File: src/hdl/acl_sermul.sv
`timescale 1ns / 1ps
module acl_sermul #(
  parameter int A_W = 93,
  parameter int B_W = 46
) (
  input  logic               clk,
  input  logic               rst,
  input  logic               start,
  input  logic [A_W-1:0]     a,
  input  logic [B_W-1:0]     b,
  output logic               done,
  output logic [A_W+B_W-1:0] p
);
  localparam int P_W = A_W + B_W;
  localparam int CW  = $clog2(B_W + 1);

  logic [P_W-1:0] mcand;
  logic [B_W-1:0] mplier;
  logic [CW-1:0]  cnt;
  logic           busy;

  always_ff @(posedge clk) begin
    if (rst) begin
      busy <= 1'b0;
      done <= 1'b0;
      cnt  <= '0;
    end else begin
      done <= 1'b0;
      if (start) begin
        busy <= 1'b1;
        cnt  <= CW'(B_W);
      end else if (busy) begin
        cnt <= cnt - 1'b1;
        if (cnt == CW'(1)) begin
          busy <= 1'b0;
          done <= 1'b1;
        end
      end
    end
  end

  // One multiplier bit per cycle, shift and add.
  always_ff @(posedge clk) begin
    if (start) begin
      p      <= '0;
      mcand  <= P_W'(a);
      mplier <= b;
    end else if (busy) begin
      if (mplier[0]) begin
        p <= p + mcand;
      end
      mcand  <= mcand << 1;
      mplier <= mplier >> 1;
    end
  end

endmodule

File: config.mk
export PLATFORM = sky130hd
export DESIGN_NAME = acl_sermul
export DESIGN_NICKNAME = d
export VERILOG_FILES = /design/src/hdl/acl_sermul.sv
export SDC_FILE = /design/constraint.sdc
export NUM_CORES = 1
export LEC_CHECK = 0
export BUFFER_PORTS_ARGS = -buffer_cell sky130_fd_sc_hd__buf_2
export CAP_MARGIN = 10
export CORE_ASPECT_RATIO = 2
export CORE_MARGIN = 2
export CORE_UTILIZATION = 54
export DETAILED_ROUTE_END_ITERATION = 7
export MAX_ROUTING_LAYER = met4
export PLACE_DENSITY = 0.78
export SYNTH_ARGS = -nofsm -noshare
export SYNTH_HDL_FRONTEND = slang
export SYNTH_SLANG_ARGS = --single-unit
File: constraint.sdc
create_clock -name clk -period 3.6 [get_ports clk]
set_clock_uncertainty 0.1 [all_clocks]
set_input_delay 0.36 -clock clk [delete_from_list [all_inputs] [get_ports clk]]
set_output_delay 0.36 -clock clk [all_outputs]
set_load 0.02 [all_outputs]
==> results by group <==
STA
  • Worst-Margin Slew: 1.02 ns
  • TNS Setup: -0.551 ns
  • Fmax: 270 MHz
  • Fin. Hold Viols: 0
  • WHS: 0.0232 ns
  • Min Tclk post-route: 3.70 ns
  • Final WS setup: -0.0984 ns
  • Period utilization: 1.03
  • Setup repair after global routing missed its margin: true
  • Worst slew margin: 0.318
  • Final Max Tran Viols: 0
  • Final setup viols: 13

Cells and area
  • Most common cell after layout, fill and taps aside: nand2_1
  • Final instance area: 29500 um^2
  • Share of cells above drive strength 1: 0.307
  • Finished Core Util: 0.745
  • Filler instances: 2923
  • Most frequent cells in the layout: 366 x nand2_1, 349 x buf_4, 305 x a21oi_1
  • Area Growth Syn to Fin: 35.8%
  • Nets: 3472
  • Multi-input logic area: 13900 um^2
  • FF/Latch Area: 8040 um^2

Drt
  • Detailed-route DRC error count: 0
  • Drt pass-1 iters: 6
  • WL final: 83.7 mm
  • Vias: 22.7k
  • DR WL/cell: 22.4 um
  • Final antenna-violating net count: 0
  • Vias per std cell: 6.06
  • Iter 0 DRT Violations: 1359

CTS
  • Clock buffer depth: 3
  • Root buf cell: clkbuf_16
  • TritonCTS clock tree: done
  • Clock sinks: 332
  • Clock transition at path regs: 0.08 ns
  • Total CTS buffers: 31
  • Skew-Pair Late Insertion Delay: 0.61 ns
  • Htree depth: 1

Power and ir drop
  • P per Cell Area: 395 nW/um^2
  • Worst vdd ir: 0.566 mV
  • Pleak: 0.0126 uW
  • Total Power Consumption: 11600 uW

Worst hold path
  • HP Class: primary input to register

Die
  • Core footprint: 39600 um^2
  • Die area: 41900 um^2
  • Chip Height: 287 um
  • Ports: 282
  • DIE WIDTH: 146 um
  • Initial core utilization: 0.548
  • Core Rows: 103

Critical path
  • Worst reg2reg startpoint: mcand[2]
  • Arr. time, crit path: 4.07 ns
  • R2r setup slk: -0.1 ns
  • WS Path Type: register to register
  • Critical Path RT: 3.97 ns
  • Capture point of the worst path: p[93]
  • Top delay family on crit path: compound AO/OA/AOI/OAI gates
  • Worst setup SP type: register
  • RR Endpoint: p[93]
  • Worst path slowest cell: edfxtp_1
  • Crit path capture type: register
  • Crit Path Max Fanout: 4
  • CP Depth: 16
  • Worst r2r path cells: 16
  • Slowest stage delay, CP: 0.46 ns
  • Crit path from: mcand[2]
  • Crit path buf inv count: 3
  • Crit-path cells: ha_4, o21ai_1, nor2_1, o311ai_1, buf_4, a21oi_2, o2111a_1, o211ai_1, buf_4, a41oi_4, a21o_1, a21oi_2, buf_6, o41ai_4, xnor2_1, o21ai_1

Placed design
  • GPL Wtd Cong: 1.04
  • HPWL Detailed: 60.8 mm
  • DP Area: 25700 um^2
  • Port bufs: 281

Synth
  • Seq cells post-synth: 332
  • Mapped Area: 21700 um^2
  • Post-synthesis sequential area ratio: 0.370
  • Count of different cell masters after synthesis: 78
  • Post-synthesis average cell area: 8.57 um^2
  • Post-Synthesis Cells: 2530
  • Primary FF master, synth: dfxtp_1
  • Post-synth EDFFs: 139
  • Post-Syn Nets: 2813
  • Share of flip-flops with an asynchronous set or reset: 0
  • Syn. warnings: 0

Global route
  • Largest net degree at the start of global routing: 148
  • GR Overflow Total: 0
  • Number of global-route vias before repair: 23.4k
  • GRT Overall Usage: 0.389
  • First-pass GRT wire length: 124 mm
  • Antenna violations before repair: 1

Run status
  • Status: finished with violations
  • Failing checks: setup timing

Flow run
  • Max-cap violations: 0
[metrics by stage]
| step | instances | worst slack [ns] |
|---|---|---|
| floorplan | 2530 | 0.0391 |
| detailed placement | 3519 | -0.500 |
| CTS | 3716 | -0.00161 |
| finish | 3739 | -0.0984 |
| global route | 3739 | -0.250 |
| global placement | 3519 | -0.531 |
[power by group]
group / total, uW / internal, uW / switching [uW]
clock: 3730 / 2130 / 1600
combinational: 3470 / 1560 / 1910
sequential: 4440 / 4230 / 213
total: 11600 / 7920 / 3720
[synthesized netlist by cell type, types with 12 or more instances]
library cell / count / area, um^2
xnor2_1: 90 / 788
nand3_1: 23 / 115
o21bai_1: 39 / 293
ha_1: 140 / 1750
dfxtp_1: 193 / 3860
nor2b_1: 15 / 93.8
nand2_1: 368 / 1380
mux2i_1: 48 / 480
a21oi_1: 324 / 1620
nand2b_1: 14 / 87.6
nor4_1: 12 / 75.1
a21o_1: 57 / 428
o211ai_1: 14 / 105
a211oi_1: 13 / 97.6
inv_1: 48 / 180
xor2_1: 40 / 350
edfxtp_1: 139 / 4170
mux2_2: 136 / 1530
clkbuf_1: 120 / 450
buf_2: 15 / 75.1
nor3_1: 39 / 195
nand4_1: 73 / 457
a21boi_0: 14 / 105
buf_1: 14 / 52.6
nor2_1: 209 / 785
o21a_1: 19 / 143
o21ai_0: 168 / 841
[worst reg2reg max path: stages, from the launching register on]
cell and delay [ns]:
edfxtp_1 0.46, ha_4 0.32, o21ai_1 0.10, nor2_1 0.22, o311ai_1 0.14, buf_4 0.17, a21oi_2 0.14, o2111a_1 0.22
o211ai_1 0.10, buf_4 0.18, a41oi_4 0.25, a21o_1 0.28, a21oi_2 0.09, buf_6 0.15, o41ai_4 0.35, xnor2_1 0.18
o21ai_1 0.09
[area by class of cell]
type	count	area share
multi-input combinational	2000	0.471
clock buffer	46	0.0336
tap	525	0.0223
sequential	332	0.273
clock inverter	11	0.00510
antenna	1	0.0000849
timing repair buffer	776	0.189
inverter	48	0.00612
[worst min path at each step]
stage / from / end / slack (ns) / depth (start not counted)
floorplan: mcand[130] / mcand[130] / 0.39 / 2
global placement: p[108] / p[108] / 0.36 / 2
detailed placement: p[65] / p[65] / 0.36 / 2
CTS: a[8] / mcand[8] / 0.002 / 2
global route: a[8] / mcand[8] / 0.02 / 2
finish: a[8] / mcand[8] / 0.02 / 2
[sequential cells by signal (all words and copies together), names as in the netlist]
name / count
mcand: 139
p: 139
mplier: 46
cnt: 6
busy: 1
done: 1
[logic make-up after synthesis]
family / Yosys count / synth area share
AO/OA/AOI/OAI: 731 / 0.201
XOR/XNOR: 130 / 0.0525
adder cells (fa/ha/maj): 141 / 0.0817
buffers and inverters: 198 / 0.0352
flip-flops: 332 / 0.370
multiplexers: 184 / 0.0927
AND/OR/NAND/NOR: 814 / 0.166
[what timing repair did]
action                                  4_1_cts  5_1_grt
pin swaps                                     6       67
setup buffers                                 6       24
gates resized for setup                      33      175
hold buffers                                134        0
endpoints found under the hold margin       140        0
endpoints found under the setup margin       38       64
[layer usage]
metal / part of all wire / up-vias / track usage
li1: - / 10441 / -
met2: 0.53 / 1041 / 0.725
met1: 0.32 / 10744 / 0.352
met3: 0.051 / 437 / 0.0456
met5: 0 / - / -
met4: 0.096 / 0 / 0.314
No activity file was read; power rests on OpenSTA's default activity.
