<file path="src/hdl/acl_pkg.sv">
`timescale 1ns / 1ps
package acl_pkg;

  localparam int SAMPLE_BITS     = 16;
  localparam int MAX_SAMPLES_DEF = 4096;
  localparam int NCELLS_DEF      = 16;
  localparam int MAX_LAG         = 1024;
  localparam int LEN_W           = 11;
  localparam int MINB_W          = 13;
  localparam int USE_W           = 3;
  localparam int CFG_IDX_W       = 3;
  localparam int FAR_DIFF        = 99999;
  localparam int FAR_W           = 17;
  localparam int PROD_W          = 2 * SAMPLE_BITS + 1;

  typedef enum logic [CFG_IDX_W-1:0] {
    REG_MIN_BLOCK = 3'd0,
    REG_LEN_A     = 3'd1,
    REG_LEN_B     = 3'd2,
    REG_LEN_C     = 3'd3,
    REG_LEN_D     = 3'd4,
    REG_LEN_USE   = 3'd5
  } cfg_reg_t;

  typedef struct packed {
    logic signed [SAMPLE_BITS-1:0] im;
    logic signed [SAMPLE_BITS-1:0] re;
  } smp_t;

  typedef struct packed {
    logic clr;
    logic shift;
  } cell_ctl_t;

endpackage

</file>
<file path="src/hdl/acl_cell.sv">
`timescale 1ns / 1ps
module acl_cell #(
  parameter int ACC_W = 46
) (
  input  logic                    clk,
  input  logic                    rst,
  input  acl_pkg::cell_ctl_t      ctl,
  input  acl_pkg::smp_t           a_in,
  input  logic                    a_vld_in,
  input  acl_pkg::smp_t           b_in,
  input  logic                    b_vld,
  input  logic signed [ACC_W-1:0] acc_re_in,
  input  logic signed [ACC_W-1:0] acc_im_in,
  output acl_pkg::smp_t           a_out,
  output logic                    a_vld_out,
  output logic signed [ACC_W-1:0] acc_re,
  output logic signed [ACC_W-1:0] acc_im
);
  import acl_pkg::*;

  localparam int MW = 2 * SAMPLE_BITS;

  logic signed [MW-1:0]     m_ac, m_bd, m_bc, m_ad;
  logic signed [PROD_W-1:0] p_re_next, p_im_next;
  logic signed [PROD_W-1:0] p_re, p_im;
  logic                     p_vld;

  // x[i] * conj(x[i+k]) with a = x[i] and b = x[i+k].
  always_comb begin
    m_ac = $signed(a_in.re) * $signed(b_in.re);
    m_bd = $signed(a_in.im) * $signed(b_in.im);
    m_bc = $signed(a_in.im) * $signed(b_in.re);
    m_ad = $signed(a_in.re) * $signed(b_in.im);
    p_re_next = {m_ac[MW-1], m_ac} + {m_bd[MW-1], m_bd};
    p_im_next = {m_bc[MW-1], m_bc} - {m_ad[MW-1], m_ad};
  end

  always_ff @(posedge clk) begin
    if (rst) begin
      a_vld_out <= 1'b0;
      p_vld     <= 1'b0;
    end else if (ctl.clr) begin
      a_vld_out <= 1'b0;
      p_vld     <= 1'b0;
    end else begin
      a_vld_out <= a_vld_in;
      p_vld     <= a_vld_in && b_vld;
    end
  end

  always_ff @(posedge clk) begin
    a_out <= a_in;
    p_re  <= p_re_next;
    p_im  <= p_im_next;
    if (ctl.clr) begin
      acc_re <= '0;
      acc_im <= '0;
    end else if (ctl.shift) begin
      acc_re <= acc_re_in;
      acc_im <= acc_im_in;
    end else if (p_vld) begin
      acc_re <= acc_re + {{(ACC_W-PROD_W){p_re[PROD_W-1]}}, p_re};
      acc_im <= acc_im + {{(ACC_W-PROD_W){p_im[PROD_W-1]}}, p_im};
    end
  end

endmodule

</file>
<file path="config.mk">
export PLATFORM = sky130hd
export DESIGN_NAME = acl_cell
export DESIGN_NICKNAME = d
export VERILOG_FILES = /design/src/hdl/acl_pkg.sv /design/src/hdl/acl_cell.sv
export SDC_FILE = /design/constraint.sdc
export NUM_CORES = 2
export LEC_CHECK = 0
export ABC_AREA = 0
export BUFFER_PORTS_ARGS = -buffer_cell sky130_fd_sc_hd__buf_2
export CAP_MARGIN = 20
export CORE_MARGIN = 8
export CORE_UTILIZATION = 25
export DETAILED_ROUTE_END_ITERATION = 8
export HOLD_SLACK_MARGIN = 0.12
export PLACE_DENSITY_LB_ADDON = 0.08
export SYNTH_ARGS = -nofsm -noshare
export SYNTH_HDL_FRONTEND = slang
export SYNTH_SLANG_ARGS = --single-unit
</file>
<file path="constraint.sdc">
create_clock -name clk -period 23.4 [get_ports clk]
set_input_delay 5.85 -clock clk [delete_from_list [all_inputs] [get_ports clk]]
set_output_delay 5.85 -clock clk [all_outputs]
set_load 0.02 [all_outputs]
</file>
==> impl_metrics.csv <==
group,metric,value,unit
floorplan,die_w,468.3,um
synthesis,syn_nets,7352,
floorplan,die_y,468.3,um
routing,via_per_inst,4.391,
timing,worst_pin_slew,1136,ps
global_routing,grt_use_total,0.1645,
cts,clk_latency,570,ps
finish,nets,7455,
global_routing,gr-usage-met1,0.2189,
synthesis,postSynthAreaPerCell,9.107,um^2
setup_path,end_kind,"flip-flop",
timing,fin_setup_tns,0,ps
global_routing,grt_pass1_wl,269.9,mm
setup_path,r2r-start,"acc_re[0]$_SDFFE_PP0P_",
floorplan,die_area,219300,um^2
global_routing,antenna_found_initial,25,
placement,place_congestion,0.7896,
setup_path,worstReg2RegEnd,"acc_re[42]$_SDFFE_PP0P_",
timing,skew,41.16,ps
timing,hold_viol,0,
synthesis,ys.warnings.count,0,
timing,finalMaxSlewViolations,0,
hold_path,hold_path.class,"reg -> reg",
placement,dp.cells,8387,
cts,cts_tree,"yes",
cts,clock_path_buffers,2,
run,maxCapViolCount,0,
floorplan,initial_core_util,0.2507,
routing,avgRoutedWirePerCell,20.87,um
setup_path,cpPeakStageDelay,760,ps
cts,cts_hold_buffers,0,
global_routing,grt_use_met2,0.2846,
cts,cts-htree-levels,4,
finish,finalInstanceArea,56020,um^2
finish,stdcell_count,8431,
setup_path,startpoint_type,"primary input",
floorplan,row_count,166,
outcome,outcome,"finished clean",
cts,cts_setup_buffers,0,
timing,min_period,13950,ps
cts,cts_root_buffer,"clkbuf_16",
floorplan,io_pins,287,
routing,drtPass1Iterations,8,
finish,fin_util,0.2747,
hold_path,hold_path_end,"acc_re[44]$_SDFFE_PP0P_",
placement,portBuffers,286,
setup_path,crit_path_frequent_cell,"fa_1",
setup_path,r2r_cells,14,
global_routing,grt_max_degree,98,
timing,rsz0062_at_grt,"false",
global_routing,top_usage_layer,"met2",
finish,area_growth,9.552,%
routing,drt_iter0_drc,1521,
placement,place_area,55420,um^2
global_routing,grt_pass1_vias,41960,
cts,cts_sinks,192,
placement,hpwl,140.7,mm
synthesis,syn_area,51140,um^2
routing,ant_nets,0,
finish,layout_common_cells,"inv_1, fa_1, nand2_1",
timing,setup_viol,0,
setup_path,slowest_stage,"inv_1",
finish,final_common_cell,"inv_1",
synthesis,synth-seq-cells,192,
finish,layout-drive-gt1-share,0.07172,
setup_path,reg2reg_setup_slack,19470,ps
floorplan,core_area,204000,um^2
synthesis,async_reset_ff_frac,0,
setup_path,critPathRequiredTime,23840,ps
synthesis,ys_seq_area_frac,0.07517,
cts,clkTransAtPathRegs,130,ps
setup_path,worstSetupStartpoint,"b_in[16]",
timing,period_share,0.5960,
cts,numCtsBuffers,17,
global_routing,grt_use_met3,0.02152,
finish,fillers,22200,
cts,post_cts_resized,0,
synthesis,syn_inst,5615,
setup_path,worstSetupPathType,"in -> reg",
routing,wirelength,176.0,mm
setup_path,arrival,14390,ps
routing,drc,0,
hold_path,hold_depth,2,
synthesis,synth_edf_count,0,
hold_path,hold_start,"acc_re[44]$_SDFFE_PP0P_",
synthesis,synth_ff_type,"dfxtp_1",
setup_path,cp_max_fo,32,
timing,fmax,0.07171,GHz
routing,vias,37020,
synthesis,yosysUniqueCellTypes,71,
global_routing,grt.overflow.total,0,
timing,slew_headroom,0.2426,
## per-layer routing
metal / up-vias / part of all wire
li1: 17030 / -
met1: 19200 / 0.45
met2: 673 / 0.49
met3: 112 / 0.041
met4: 4 / 0.018
met5: - / 0.00014
## through the flow
step | hold WS (ps) | setup WS [ps]
floorplan | 623.0 | 10520
global placement | 560.4 | 8610
detailed placement | 563.1 | 8605
CTS | 585.9 | 9225
global route | 615.4 | 8832
finish | 582.1 | 9455
## layout make-up
cell class / count / area, um^2 / share of cell area
tap: 2688 / 3363 / 0.06003
clock buffer: 19 / 442.9 / 0.007906
timing repair buffer: 348 / 1906 / 0.03402
clock inverter: 13 / 127.6 / 0.002278
multi-input combinational: 3847 / 41380 / 0.7386
inverter: 1312 / 4925 / 0.08791
antenna: 12 / 30.03 / 0.0005360
sequential: 192 / 3847 / 0.06868
## Yosys cell counts, types with 3 or more instances
master,n,area (um^2)
inv_1,1309,4913
fa_1,1175,23520
nand2_1,597,2241
and2_1,486,3040
ha_1,400,5005
clkbuf_1,247,927.1
a21oi_1,215,1076
nor2_1,196,735.7
dfxtp_1,192,3844
xnor2_1,122,1069
a21o_1,82,615.6
o21ai_0,72,360.4
xor2_1,48,420.4
a221oi_1,37,324.1
nand2b_1,36,225.2
nand3_1,33,165.2
nor3_1,32,160.2
a211oi_1,28,210.2
nor2b_1,27,168.9
o21a_1,23,172.7
o21bai_1,22,165.2
nor3b_1,20,150.1
mux2i_1,18,180.2
buf_1,17,63.81
a31oi_1,16,100.1
nand4_1,13,81.33
o22ai_1,13,81.33
and3_1,12,75.07
or3_1,12,75.07
o211ai_1,10,75.07
a2111oi_0,8,70.07
o31ai_1,7,52.55
a311oi_1,6,52.55
or2_2,6,37.54
a211o_1,5,43.79
a31o_2,5,43.79
and4_1,5,43.79
mux2_2,5,56.30
o31a_1,5,43.79
nand3b_1,4,30.03
o21ai_1,4,20.02
o221ai_1,4,35.03
nor4_1,3,18.77
o41ai_1,3,26.28
## worst max-delay path: cells and delay by family
family / cells / cell delay [ps]
adders and majority gates: 9 / 4020
xor gates and xnor gates: 1 / 70
and+or+nand+nor: 2 / 570
AOI/OAI and AO/OA: 7 / 2030
buffers and inverters: 7 / 1820
## registers in the layout, summed over array words and instances (netlist names)
name,count
p_vld,1
p_im,33
acc_re,46
acc_im,46
a_vld_out,1
a_out,32
p_re,33
## worst max path at each step
stage / end / slack [ps] / cells past startpoint
global route: p_im[31]$_DFF_P_ / 8830 / 27
floorplan: p_im[32]$_DFF_P_ / 10520 / 26
CTS: p_im[31]$_DFF_P_ / 9220 / 25
finish: p_im[32]$_DFF_P_ / 9450 / 26
detailed placement: p_im[31]$_DFF_P_ / 8600 / 25
global placement: p_im[31]$_DFF_P_ / 8610 / 25
## cells by family (layout without fill, tap and decap cells)
family,Yosys count,count (layout),synth area share
AND/OR/NAND/NOR,1494,1494,0.1438
multiplexers,23,23,0.004624
buffers and inverters,1576,1692,0.1157
adder cells (fa/ha/maj),1575,1575,0.5579
AO/OA/AOI/OAI,585,585,0.07372
other,0,12,0
flip-flops,192,192,0.07517
XOR/XNOR,170,170,0.02912
Power is not shown: default switching activity piles up to over one toggle a cycle in this logic, so the estimate is an artifact.
